### src/hdl/merge_insertion_sorter_core_macros.svh
// Assertion macros for the merge insertion sorter.
// Used by the top level only; needs clk_i and rst_ni in scope.
`ifndef MERGE_INSERTION_SORTER_CORE_MACROS_SVH
`define MERGE_INSERTION_SORTER_CORE_MACROS_SVH

// Implication checked on every clock edge outside reset.
`define MIS_ASSERT(lbl, prop, msg) \
  lbl: assert property (@(posedge clk_i) disable iff (!rst_ni) prop) else $error(msg);

// Same check, with the reset qualifier spelled out by the caller.
`define MIS_ASSERT_RST(lbl, rst, prop, msg) \
  lbl: assert property (@(posedge clk_i) disable iff (rst) prop) else $error(msg);

`endif

### src/hdl/mis_pkg.sv
// Shared constants for the merge insertion sorter.
// No dependencies.
`timescale 1ns / 1ps
package mis_pkg;
  localparam int unsigned MaxItems = 64;
  localparam int unsigned ValW     = 31;
endpackage

### src/hdl/mis_ram.sv
// Simple dual-port synchronous RAM with registered read data.
// Depends on mis_pkg for default depth and width.
`timescale 1ns / 1ps
module mis_ram
  import mis_pkg::*;
#(
  parameter int unsigned Depth = MaxItems,
  parameter int unsigned Width = ValW
) (
  input  logic                     clk_i,
  input  logic                     we_i,
  input  logic [$clog2(Depth)-1:0] waddr_i,
  input  logic [Width-1:0]         wdata_i,
  input  logic                     re_i,
  input  logic [$clog2(Depth)-1:0] raddr_i,
  output logic [Width-1:0]         rdata_o
);
  logic [Width-1:0] mem [Depth];

  // Write port.
  always_ff @(posedge clk_i) begin
    if (we_i) begin
      mem[waddr_i] <= wdata_i;
    end
  end

  // Read port: data is registered and appears the cycle after re_i; it holds while no read is issued.
  always_ff @(posedge clk_i) begin
    if (re_i) begin
      rdata_o <= mem[raddr_i];
    end
  end
endmodule

### src/hdl/merge_insertion_sorter_core.sv
// Batch sorter: loads values one per cycle, sorts them in a chain memory, emits ascending.
// Loading: one request per cycle. Sorting: each value is inserted by shifting the
// chain memory one entry per cycle (read, compare, write back), then written into
// the place left free.
// Emitting: each result is read from the chain memory, then held until it is taken.
// Reset clears all control state; memories hold no reset value and need no clearing.
`timescale 1ns / 1ps
`include "merge_insertion_sorter_core_macros.svh"
module merge_insertion_sorter_core
  import mis_pkg::*;
#(
  parameter int unsigned MAX_ITEMS = MaxItems
) (
  input  logic            clk_i,
  input  logic            rst_ni,
  input  logic            in_valid_i,
  output logic            in_ready_o,
  input  logic [ValW-1:0] value_i,
  input  logic            last_item_i,
  output logic            out_valid_o,
  input  logic            out_ready_i,
  output logic [ValW-1:0] sorted_value_o,
  output logic            last_result_o,
  output logic            dropped_flag_o
);
  localparam int unsigned AW = $clog2(MAX_ITEMS);
  localparam int unsigned CW = $clog2(MAX_ITEMS + 1);
  localparam logic [CW-1:0] CntMax = CW'(MAX_ITEMS);
  localparam logic [CW-1:0] One = CW'(1);

  localparam logic [2:0] SLoad  = 3'd0;
  localparam logic [2:0] SFetch = 3'd1;
  localparam logic [2:0] SGet   = 3'd2;
  localparam logic [2:0] SCmp   = 3'd3;
  localparam logic [2:0] SPlace = 3'd4;
  localparam logic [2:0] SERd   = 3'd5;
  localparam logic [2:0] SEOut  = 3'd6;

  logic [2:0]      state_q, state_d;
  logic [CW-1:0]   cnt_q, cnt_d;
  logic [CW-1:0]   idx_q, idx_d;
  logic [CW-1:0]   pos_q, pos_d;
  logic            ovf_q, ovf_d;
  logic [ValW-1:0] item_q, item_d;

  logic            ld_we, ld_re, ch_we, ch_re;
  logic [AW-1:0]   ld_waddr, ld_raddr, ch_waddr, ch_raddr;
  logic [ValW-1:0] ld_rdata, ch_wdata, ch_rdata;

  logic in_req, out_req;
  assign in_req  = in_valid_i && in_ready_o;
  assign out_req = out_valid_o && out_ready_i;

  mis_ram #(.Depth(MAX_ITEMS), .Width(ValW)) u_load_ram (
    .clk_i, .we_i(ld_we), .waddr_i(ld_waddr), .wdata_i(value_i),
    .re_i(ld_re), .raddr_i(ld_raddr), .rdata_o(ld_rdata)
  );

  mis_ram #(.Depth(MAX_ITEMS), .Width(ValW)) u_chain_ram (
    .clk_i, .we_i(ch_we), .waddr_i(ch_waddr), .wdata_i(ch_wdata),
    .re_i(ch_re), .raddr_i(ch_raddr), .rdata_o(ch_rdata)
  );

  // Control sequencer: load, insert each value into the chain, then emit.
  always_comb begin
    state_d  = state_q;
    cnt_d    = cnt_q;
    idx_d    = idx_q;
    pos_d    = pos_q;
    ovf_d    = ovf_q;
    item_d   = item_q;
    ld_we    = 1'b0;
    ld_re    = 1'b0;
    ch_we    = 1'b0;
    ch_re    = 1'b0;
    ld_waddr = cnt_q[AW-1:0];
    ld_raddr = idx_q[AW-1:0];
    ch_waddr = pos_q[AW-1:0];
    ch_wdata = item_q;
    ch_raddr = idx_q[AW-1:0];
    case (state_q)
      SLoad: begin
        if (in_req) begin
          if (cnt_q < CntMax) begin
            ld_we = 1'b1;
            cnt_d = cnt_q + One;
          end else begin
            ovf_d = 1'b1;
          end
          if (last_item_i) begin
            idx_d   = '0;
            state_d = SFetch;
          end
        end
      end
      SFetch: begin
        ld_re   = 1'b1;
        state_d = SGet;
      end
      SGet: begin
        // The chain already holds idx_q values; start comparing at its end.
        item_d = ld_rdata;
        pos_d  = idx_q;
        if (idx_q == '0) begin
          state_d = SPlace;
        end else begin
          ch_re    = 1'b1;
          ch_raddr = AW'(idx_q - One);
          state_d  = SCmp;
        end
      end
      SCmp: begin
        if (ch_rdata > item_q) begin
          // Shift the larger entry up one place and look further down.
          ch_we    = 1'b1;
          ch_wdata = ch_rdata;
          pos_d    = pos_q - One;
          if (pos_q == One) begin
            state_d = SPlace;
          end else begin
            ch_re    = 1'b1;
            ch_raddr = AW'(pos_q - CW'(2));
          end
        end else begin
          state_d = SPlace;
        end
      end
      SPlace: begin
        ch_we = 1'b1;
        idx_d = idx_q + One;
        if (idx_q + One == cnt_q) begin
          idx_d   = '0;
          state_d = SERd;
        end else begin
          state_d = SFetch;
        end
      end
      SERd: begin
        ch_re   = 1'b1;
        state_d = SEOut;
      end
      SEOut: begin
        if (out_req) begin
          if (idx_q + One == cnt_q) begin
            cnt_d   = '0;
            ovf_d   = 1'b0;
            state_d = SLoad;
          end else begin
            idx_d   = idx_q + One;
            state_d = SERd;
          end
        end
      end
      default: state_d = SLoad;
    endcase
  end

  // Control registers.
  always_ff @(posedge clk_i or negedge rst_ni) begin
    if (!rst_ni) begin
      state_q <= SLoad;
      cnt_q   <= '0;
      idx_q   <= '0;
      pos_q   <= '0;
      ovf_q   <= 1'b0;
    end else begin
      state_q <= state_d;
      cnt_q   <= cnt_d;
      idx_q   <= idx_d;
      pos_q   <= pos_d;
      ovf_q   <= ovf_d;
    end
  end

  // Value under insertion.
  always_ff @(posedge clk_i) begin
    item_q <= item_d;
  end

  // Port outputs.
  assign in_ready_o     = (state_q == SLoad);
  assign out_valid_o    = (state_q == SEOut);
  assign sorted_value_o = ch_rdata;
  assign last_result_o  = (idx_q + One == cnt_q);
  assign dropped_flag_o = ovf_q;

  // Checks.
  `MIS_ASSERT(a_no_overlap, out_valid_o |-> !in_ready_o, "result while loading")
  `MIS_ASSERT(a_cnt_range, cnt_q <= CntMax, "item count beyond capacity")
  `MIS_ASSERT_RST(a_last_stops, !rst_ni, in_req && last_item_i |=> !in_ready_o,
                  "request accepted after last item")
endmodule

### config.mk
export PLATFORM = sky130hd
export DESIGN_NAME = merge_insertion_sorter_core
export DESIGN_NICKNAME = d
export VERILOG_FILES = /design/src/hdl/mis_pkg.sv /design/src/hdl/mis_ram.sv /design/src/hdl/merge_insertion_sorter_core.sv
export VERILOG_INCLUDE_DIRS = /design/src /design/src/hdl
export SDC_FILE = /design/constraint.sdc
export NUM_CORES = 2
export LEC_CHECK = 0
export BUFFER_PORTS_ARGS = -buffer_cell sky130_fd_sc_hd__clkbuf_2
export CORE_MARGIN = 2
export CORE_UTILIZATION = 35
export DETAILED_ROUTE_END_ITERATION = 10
export GPL_ROUTABILITY_DRIVEN = 0
export HOLD_SLACK_MARGIN = 0.03
export PLACE_DENSITY = 0.46
export RECOVER_POWER = 100
export REMOVE_ABC_BUFFERS = 1
export SYNTH_ARGS = -nofsm -noshare
export SYNTH_HDL_FRONTEND = slang
export SYNTH_SLANG_ARGS = --single-unit
### constraint.sdc
create_clock -name clk_i -period 9.4 [get_ports clk_i]
set_input_delay 1.88 -clock clk_i [delete_from_list [all_inputs] [get_ports clk_i]]
set_output_delay 1.88 -clock clk_i [all_outputs]
set_load 0.01 [all_outputs]
After elaboration in Yosys (flattened, before gate mapping)

Memories as Yosys holds them, arrays and structs flattened. A register that Yosys moved wholly into a read port is not among the register bits.
Index checks and enable logic that the tools add are counted.

Register bits: 56
Bits in writable memories: 3968
Output and inout bits: 35
Word-level logic and storage cells: 91
Memories: 2

Add/sub/neg operators: 5
$lt $le $gt $ge: 2
Equal/unequal tests: 17
Mux-type cells: 47
Reductions and logical operators: 12

Memories:

| memory          | depth | width | read ports | clocked after Yosys merged registers in | write ports | RTL line      | source |
|---|---|---|---|---|---|---|---|
| u_chain_ram.mem | 64    | 31    | 1          | 1                                       | 1           | mis_ram.sv:18 | `logic [Width-1:0] mem [Depth];` |
| u_load_ram.mem  | 64    | 31    | 1          | 1                                       | 1           | mis_ram.sv:18 |  |

Operators by type and width:

| kind                                                   | count |
|---|---|
| 2-to-1 mux 7 bit                                       | 10 |
| 2-to-1 mux 31 bit                                      | 2 |
| > comparator 31 bit                                    | 1 |
| one-hot mux 7 bit (2 select lines)                     | 2 |
| 2-to-1 mux 3 bit                                       | 8 |
| one-hot mux 3 bit (7 select lines)                     | 1 |
| one-hot mux 7 bit (3 select lines)                     | 1 |
| 2-to-1 mux 6 bit                                       | 3 |
| 2-to-1 mux 1 bit                                       | 16 |
| AND reduction 5 bit                                    | 3 |
| adder 7 x 1 -> 7 bit (second input constant)           | 2 |
| one-hot mux 6 bit (2 select lines)                     | 1 |
| inequality test 2 x 1 -> 1 bit (second input constant) | 5 |
| equality test 3 bit (second input constant)            | 3 |
| equality test 7 x 1 -> 1 bit (second input constant)   | 1 |
| equality test 7 bit                                    | 1 |
| logical NOT 7 bit                                      | 1 |
| less-than comparator 7 bit (second input constant)     | 1 |
| subtractor 7 x 1 -> 7 bit (second input constant)      | 1 |
| equality test 3 x 2 -> 1 bit (second input constant)   | 2 |
| inequality test 2 bit (second input constant)          | 3 |
| subtractor 6 x 1 -> 6 bit (second input constant)      | 1 |
| subtractor 6 x 2 -> 6 bit (second input constant)      | 1 |
| one-hot mux 1 bit (2 select lines)                     | 2 |
| 9 further kinds                                        | 11 |

Depth between registers and ports, before layout

Word-level depth: 6
Mapped depth: 23

By module

A second synthesis with hierarchy kept.

Cells, all modules: 7255
Area, all modules: 157320.9 µm²

By module, submodules not included:

| module                      | instances | cells an instance | area each (µm²) |
|---|---|---|---|
| mis_ram                     | 2         | 3418              | 76616.0 |
| merge_insertion_sorter_core | 1         | 419               | 4088.9 |

Worst setup path after synthesis

No wires, ideal clock.

Path type: reg-to-reg
From: reg u_chain_ram.rdata_o[30] (read register of u_chain_ram.mem)
To: mem u_chain_ram.mem[0][0] (netlist bit) (data pin)
Setup time: 0.702 ns
Arrival: 4.553 ns
Data required time: 8.698 ns
Path slack: 4.145 ns
Cell stages (with the launch flop): 9
Buffers on the path: 1
Period minus slack after synthesis: 5.255 ns
Path through: edfxtp_1 > ha_1 > nand3_1 > nor4_2 > nand2_1 > a21oi_1 > o211ai_1 > clkbuf_1 > o21ai_0

Word-level cells in the longest chain between the ends: 3

RTL lines:

| item                  | RTL line                           | source |
|---|---|---|
| from (decl)           | mis_ram.sv:16                      | `output logic [Width-1:0] rdata_o` |
| > comparator 31 bit   | merge_insertion_sorter_core.sv:113 | `if (ch_rdata > item_q) begin` |
| 2-to-1 mux 31 bit     | merge_insertion_sorter_core.sv:113 |  |
| 2-to-1 mux 31 bit     | merge_insertion_sorter_core.sv:81  | `case (state_q)` |
| named net ch_wdata[0] | merge_insertion_sorter_core.sv:48  | `logic [ValW-1:0] ld_rdata, ch_wdata, ch_rdata;` |
| to (decl)             | mis_ram.sv:18                      |  |

The timed path passes the listed nets, and every way through them passes these cells.

Final worst setup path

From: reg u_chain_ram.rdata_o[10] (read register of u_chain_ram.mem)
To: reg u_chain_ram.rdata_o[8] (read register of u_chain_ram.mem) (data pin)

Word-level cells in the longest chain between the ends: 3
Elaborated cells on any way between the ends: 5
Those cells by class: order compare (1); mux (4)

RTL lines:

| item                                                                                     | RTL line |
|---|---|
| > comparator 31 bit (*)                                                                  | merge_insertion_sorter_core.sv:113 |
| 2-to-1 mux 1 bit or 2-to-1 mux 6 bit (tied branches)                                     | merge_insertion_sorter_core.sv:113 |
| one-hot mux 1 bit (3 select lines) or one-hot mux 6 bit (2 select lines) (tied branches) | merge_insertion_sorter_core.sv:81 |

Every way passes the cells marked *; elsewhere a longest branch is shown, timed or not.
A chain may end at the register's enable or synchronous reset.

==> flow_summary.ini <==
[status]
status = finished, violations left
failed_checks = capacitance limit, slew limit

[worst_setup_path]
crit_type = flop to flop
r2r_cells = 13
endpoint_kind = flop
crit_path_frequent_cell = a21oi_1
max_stage_delay_ns = 1.46
reg2reg_from = u_chain_ram.rdata_o[10]
worstPathCellList = ha_1 -> a211oi_1 -> o21ai_0 -> a221oi_1 -> a21oi_1 -> a22oi_1 -> mux2_8 -> clkbuf_2 -> mux4_2 -> a22o_1 -> a21oi_1 -> nand4_1 -> or3_1
slowest_stage = a22oi_1
worstPathMaxFanout = 56
start_kind = flop
required_ns = 10.03
r2r_slack_ns = 1.26
worst_r2r_endpoint = u_chain_ram.rdata_o[8]
critPathArrivalTime_ns = 8.76

[die]
num_rows = 245
start_util_pct = 35.19
ios = 71
core-area_um2 = 445700
die-area_um2 = 453500
dieHeight_um = 673.4
die_x_um = 673.4

[route]
drtIter0Drc = 7858
dr.pass1.iters = 6
num_vias = 77850
avgViaCountPerCell = 5.439
drt-wirelength-per-cell_um = 32.12
route.detailed.drc = 0
antenna_left = 0
drt_wl_total_um = 459800

[power_and_ir_drop]
total_power_mw = 53.29
switching_share_pct = 31.75
p_clk_share_pct = 30.7
leakagePower_nw = 54.08
ir_drop_mv = 0.3379
comb_power_share_pct = 27.9
sequentialPowerShare_pct = 41.4
powerDensity_nw_per_um2 = 298.5
p_int_mw = 36.37
p_switching_mw = 16.92

[yosys]
synth_most_common_cell = edfxtp_1
synth_flop_cell = edfxtp_1
synth-edff-count = 4061
synth.avg_cell_area_um2 = 20.50
syn_area_um2 = 156800
ys_seq_area_share_pct = 78.16
ys_types = 66
synthTopCellsByArea = edfxtp_1, mux4_2, nand2_1
synth_top_area_share_pct = 77.76
async_reset_ff_share_pct = 0.6118
yosysTopAreaCell = edfxtp_1
yosys-top-cells-count = edfxtp_1, nand2_1, mux4_2
yosysWarnings = 0
synth-seq-cells = 4086
syn-instance-count = 7650

[global_routing]
busiest_layer = met2
grtUsageMet2_pct = 34.13
antenna_found_initial = 34
grt_pass1_wl_um = 642800
grt_use_met1_pct = 27.31
gr-total-overflow = 0
grt_max_degree = 125
grt_use_total_pct = 20.03
first_global_vias = 79210
gr-usage-met3_pct = 2.426

[clock_network]
cts_sinks = 4086
clk_latency_ns = 0.99
numCtsBuffers = 434
cts.path.max_buffers = 4
clk_pin_slew_ns = 0.06
cts_root_buf = clkbuf_16
cts_tree = done
holdBufCountCts = 0
htree_levels = 5
post-cts-setup-buffers = 0
cts_resized = 0

[sta]
clock_skew_ns = 0.04882
tightest_slew_ns = 4.061
final_hold_viol_count = 0
drv_slew = 8345
setup_violations = 0
rsz0062_at_grt = no
fmax_ghz = 0.1229
min_period_over_period_pct = 86.54
setup_tns_ns = 0
finalCriticalPeriod_ns = 8.135
hold_ws_ns = 0.4174
relSlewSlack_pct = -170.8

[layout]
seq_area_um2 = 122600
multi_input_area_um2 = 33060
layout-drive-gt1-share_pct = 20.40
fillCellCount = 39840
areaGrowthSynthToFinish_pct = 13.82
nets = 8076

[run]
drv_cap = 236

[hold_path]
hold_class = flop to flop
hold_depth = 0
hold_start = u_load_ram.rdata_o[15]
whs_endpoint = item_q[15]

[placement]
dp_hpwl_um = 247900
portBuffers = 70
[kinds of logic (layout without fill, tap and decap cells)]
kind of cell / count (synthesis) / in the layout / synth area share, %
simple gates: 1619 / 1619 / 4.533
other cells: 0 / 35 / 0
compound gates: 368 / 368 / 1.735
xor+xnor: 16 / 16 / 0.08935
buf+inv: 468 / 1169 / 1.286
flops: 4086 / 4086 / 78.16
mux: 1052 / 1052 / 13.87
fa+ha+maj: 41 / 41 / 0.3271
[cells in the final DEF (no fill, tap or decap), drive strengths merged, types with 31 or more instances in the layout]
cell       n
a21oi     63
a22o      31
a22oi     69
a32oi    115
buf       82
clkbuf   803
clkinv   190
diode     35
edfxtp  4061
ha        41
inv       55
mux2      33
mux2i    125
mux4     894
nand2    919
nand3    276
nand4    150
nor2     164
o21ai     45
or3       35
[metal layers]
metal	routed length [um]	vias to the layer above	part of all wire [%]
met3	23050	634	5.0
met5	45	-	0.0098
met2	228900	2394	50
met4	13360	6	2.9
met1	194400	42590	42
li1	-	32240	-
[per-stage QoR]
step,utilization (%),setup WS [ns],cells,cell area [um^2]
global route,40.04,0.9420,14310,178500
floorplan,-,-25.48,7226,155000
detailed placement,37.27,2.392,13490,166100
CTS,40.28,2.379,14280,179500
finish,40.05,1.265,14310,178500
global placement,37.27,2.381,13490,166100
[critical path, delay by kind of cell (launching register included)]
family                     cells  cell delay [ns]
AOI/OAI and AO/OA              7             2.90
and+or+nand+nor                2             1.55
adders and majority gates      1             0.36
muxes                          2             1.48
buffers and inverters          1             0.84
DFF                            1             0.52
[flip-flops by register name, indices dropped and copies added (netlist names), 3 cells and up]
| signal | cells |
|---|---|
| u_load_ram.mem | 1984 |
| u_chain_ram.rdata_o | 31 |
| u_chain_ram.mem | 1984 |
| item_q | 31 |
| pos_q | 7 |
| state_q | 3 |
| idx_q | 7 |
| cnt_q | 7 |
| u_load_ram.rdata_o | 31 |
[final cells by class]
cell class / count / share of cell area [%]
Inverter: 44 / 0.09252
Sequential cell: 4086 / 68.68
Timing Repair Buffer: 337 / 1.013
Tap cell: 5928 / 4.155
Antenna cell: 35 / 0.04907
Multi-Input combinational cell: 3096 / 18.52
Clock buffer: 548 / 6.425
Clock inverter: 240 / 1.070
[power groups by stage]
| stage | Sequential, mW | Clock [mW] | Combinational (mW) |
|---|---|---|---|
| 6_report | 22.1 | 16.4 | 14.9 |
| 5_1_grt | 22.1 | 17.4 | 15.9 |
| 4_1_cts | 21.9 | 16.7 | 15.2 |
| 3_5_place_dp | 22.3 | 0 | 15.2 |
| 3_3_place_gp | 22.2 | 0 | 15.1 |
| 2_1_floorplan | 22.5 | 0 | 12.3 |
[how the worst max path moves through the flow]
stage	from	endpoint	slack [ns]	depth (start not counted)
2_1_floorplan	idx_q[0]	u_chain_ram.rdata_o[29]	-25.48	12
3_3_place_gp	u_chain_ram.rdata_o[10]	u_chain_ram.rdata_o[8]	2.38	13
3_5_place_dp	u_chain_ram.rdata_o[10]	u_chain_ram.rdata_o[8]	2.39	13
4_1_cts	u_chain_ram.rdata_o[10]	u_chain_ram.rdata_o[8]	2.38	13
5_1_grt	u_chain_ram.rdata_o[10]	u_chain_ram.rdata_o[8]	0.94	13
6_report	u_chain_ram.rdata_o[10]	u_chain_ram.rdata_o[8]	1.26	13
No activity file was read; power rests on OpenSTA's default activity.
